### config.mk
export PLATFORM = sky130hd
export DESIGN_NAME = ibhq_ram
export DESIGN_NICKNAME = d
export VERILOG_FILES = /design/src/ibhq_ram.sv
export SDC_FILE = /design/constraint.sdc
export NUM_CORES = 1
export LEC_CHECK = 0
export ABC_AREA = 1
export BUFFER_PORTS_ARGS = -buffer_cell sky130_fd_sc_hd__buf_4
export CORE_MARGIN = 4
export CORE_UTILIZATION = 45
export DETAILED_ROUTE_END_ITERATION = 16
export GPL_TIMING_DRIVEN = 1
export PLACE_DENSITY = 0.64
export SLEW_MARGIN = 20
export SYNTH_ARGS = -nofsm -noshare
export SYNTH_HDL_FRONTEND = slang
export SYNTH_SLANG_ARGS = --single-unit
### constraint.sdc
create_clock -name clk -period 2.45 [get_ports clk]
set_input_delay 0.49 -clock clk [delete_from_list [all_inputs] [get_ports clk]]
set_output_delay 0.49 -clock clk [all_outputs]
set_load 0.005 [all_outputs]
### src/ibhq_ram.sv
`default_nettype none
module ibhq_ram #(
    parameter int WIDTH = 8,
    parameter int DEPTH = 16
) (
    input  wire logic                     clk,
    input  wire logic                     we,
    input  wire logic [$clog2(DEPTH)-1:0] waddr,
    input  wire logic [WIDTH-1:0]         wdata,
    input  wire logic                     re,
    input  wire logic [$clog2(DEPTH)-1:0] raddr,
    output logic [WIDTH-1:0]              rdata
);

    logic [WIDTH-1:0] mem [DEPTH];

    always_ff @(posedge clk)
    begin
        if (we)
        begin
            mem[waddr] <= wdata;
        end
        if (re)
        begin
            rdata <= mem[raddr];
        end
    end

endmodule
`default_nettype wire

==> summary.md <==
| Metric | Value |
|---|---|
| Outcome | `completed` |
| Router iterations before antenna repair | `4` |
| Met1 Track Usage GR | `around a quarter` |
| Cells after Synth | `between 500 and 600` |
| Highest clock frequency the design can meet | `637 MHz` |
| Maximum number of pins on one net before global-route repair | `about 40` |
| Via-to-Cell Ratio | `4.93` |
| Total half-perimeter wirelength after legalization and detailed placement | `between 8 and 9 mm` |
| Flip-flop and latch count after synthesis | `between 100 and 150` |
| Fin. max-slew vios | `0` |
| Number of cells upsized or downsized after cts | `0` |
| RR Endpoint | `rdata[7]` |
| Library cell with the largest summed area after synthesis | `edfxtp_1` |
| Global placement routability congestion | `0.830` |
| Aggregate global-route resource usage | `approximately a fifth` |
| Number of nets at the end of the flow | `slightly above 600` |
| CTS Sinks | `136` |
| Most numerous cell types in the synthesized netlist | `nand2_1, edfxtp_1, inv_1` |
| R2r worst-path depth | `6` |
| Clk Tree Root Cell | `clkbuf_16` |
| Clock tree from TritonCTS | `yes` |
| Total core area | `about 0.013 mm^2` |
| TritonCTS Buffers | `17` |
| Kind of end point of the critical path | `register` |
| Post-route fraction of the period consumed by the critical path | `between 60% and 70%` |
| Power per Cell Area | `865 mW/mm^2` |
| Drt initial violations | `about 350` |
| Number of global-route vias before repair | `3731` |
| Post-CTS Hold Fix Bufs | `0` |
| Count of standard-cell rows | `between 40 and 50` |
| FFs w/ async S/R, synth | `0%` |
| Longest Clk Path Bufs | `2` |
| Peak fanout along the critical path | `40` |
| Static leakage power | `2.96 nW` |
| Clk_lat worst skew | `roughly 420 ps` |
| Fraction of layout cells with a size suffix above 1 | `11.9%` |
| Worst slew pin tran | `roughly 750 ps` |
| Leftover overflow at the end of global routing | `0` |
| Number of primary I/O pins | `27` |
| Tot Pwr | `roughly 6.0 mW` |
| Port Buffers | `26` |
| Hold worst-path end | `rdata[7]` |
| Vert. Die Dim | `between 100 and 150 um` |
| Area taken by flip-flops and latches | `between 0.004 and 0.005 mm^2` |
| Most congested layer reported by global routing | `met2` |
| Utilization after layout | `a little over half` |
| Worst hold-check slack | `between 300 and 400 ps` |
| Post-synth EDFFs | `around 140` |
| Multi-input logic area | `roughly 0.0012 mm^2` |
| Maximum capacitance violations | `0` |
| DIE WIDTH | `122 um` |
| Routed WL | `approximately 13 mm` |
| Met2 global-route usage | `30.5%` |
| Arrival time reported for the critical path endpoint | `about 1700 ps` |
| Initial Util | `a little under half` |
| Maximum level of the CTS H-tree | `4` |
| Number of cells on the worst hold path | `1` |
| Final setup fails | `0` |
| Area fraction of the dominant cell type after synthesis | `a little over two thirds` |
| Launch instance of the worst min-delay path | `re` |
| Met3 capacity usage during global routing | `under 10%` |
| Startpoint types | `input pin` |
| Setup slack of the most critical reg-to-reg path | `roughly 1300 ps` |
| Net Count, Synth | `570` |
| Total count of hold-check failures in the final report | `0` |
| Time the worst path needs with I/O delays and setup | `1570 ps` |
| Worst supply voltage drop on vdd | `~0.69 mV` |
| Setup CP Type | `input pin to register` |
| Synthesized cell area | `about 0.0058 mm^2` |
| Wire length of the first global-routing pass | `20.2 mm` |
| Yosys Warn Count | `0` |
| Fillers | `around 1.1k` |
| Seq/Total Area, Yosys | `a little over two thirds` |
| Critical Path RT | `between 2000 and 3000 ps` |
| Setup repair after global routing missed its margin | `false` |
| Post-route insts no fill | `~770` |
| Area contributors post-synth | `edfxtp_1, nand2_1, nand3_1` |
| Worst relative slew slack | `slightly below 50%` |
| Total setup buffers inserted after CTS | `0` |
| Clk pin slew, worst setup/hold paths | `about 60 ps` |
| Die footprint | `roughly 0.015 mm^2` |
| Vias post-DR | `about 3.8k` |
| Cell count after placement | `around 740` |
| Number of antenna violations at the first check in global routing | `0` |
| Routed Antenna Nets | `0` |
| Routed wire per std cell | `about 17 um` |
| Average cell area after synthesis | `about 11 um^2` |
| Worst-case clock skew | `around 5.0 ps` |
| Number of distinct library cells after synthesis | `11` |
| Reg2Reg Launch Point | `mem[0][7]` |
| Worst hold-check path type | `input pin to register` |
| Library cell with the highest instance count after synthesis | `nand2_1` |
| Count of unresolved DRC violations after routing | `0` |
| Number of antenna cells inserted | `0` |
| Synthesis-to-finish area growth | `17.9%` |
| Most instantiated flip-flop cell in the synthesis netlist | `edfxtp_1` |
| Total negative slack for setup checks | `0 ps` |
[cell usage in the layout, fill, tap and decap left out]
| master | netlist | layout |
|---|---|---|
| nand2_1 | 173 | 173 |
| edfxtp_1 | 136 | 136 |
| inv_1 | 100 | 100 |
| nand3_1 | 97 | 97 |
| buf_4 | 4 | 39 |
| nor2_1 | 17 | 17 |
| clkbuf_16 | 0 | 17 |
| bufinv_16 | 0 | 8 |
| inv_2 | 2 | 2 |
| nand3b_1 | 2 | 2 |
| clkinv_2 | 0 | 2 |
| clkinvlp_4 | 0 | 2 |
| clkinv_1 | 0 | 1 |
| clkinv_4 | 0 | 1 |
[layout make-up]
cell class,instances,share of cell area [%]
clock inverters,14,4.03
repair buffers,39,4.25
flip-flops and latches,136,59.3
multi-input cells,289,17.6
clock buffers,17,6.17
well taps,172,3.12
inverters,102,5.56
[worst max path at each step]
stage / startpoint / endpoint / slack [ps] / cells after the start
finish: raddr[0] / rdata[7] / 880 / 8
CTS: raddr[0] / rdata[7] / 910 / 7
global route: raddr[0] / rdata[5] / 750 / 8
global placement: raddr[0] / rdata[7] / 470 / 7
detailed placement: raddr[0] / rdata[7] / 440 / 7
floorplan: waddr[2] / mem[10][0] / 1010 / 2
[where the power goes]
group,switching (mW),internal [mW]
Combinational,0.216,0.0981
Sequential,0.0141,2.62
Clock,0.910,2.10
[worst max-delay path: stages]
cell and delay [ps]:
buf_4 220, inv_2 100, buf_4 350, nand2_1 110, nand3_1 90, nand3_1 90, nand3_1 150, nand2_1 100
[sequential cells by signal, indices dropped and copies added (netlist names)]
| register | cells |
|---|---|
| mem | 128 |
| rdata | 8 |
[metal layers]
metal / vias to the layer above / wire [um]
li1: 1848 / -
met5: - / 0
met4: 0 / 280
met3: 24 / 598
met1: 1835 / 5630
met2: 88 / 6280
[cells by family (layout without fill, tap and decap cells)]
group,Yosys count,count (layout),synth area share [%]
flip-flops,136,136,69.8
AND/OR/NAND/NOR,289,289,20.8
buffers and inverters,126,172,9.39
[through the flow]
stage | instance area [um^2] | setup WS, ps
finish | 6890 | 880
global route | 6890 | 748
CTS | 6890 | 911
detailed placement | 6190 | 443
global placement | 6190 | 468
floorplan | 5850 | 1010
No activity file was read; power rests on OpenSTA's default activity.
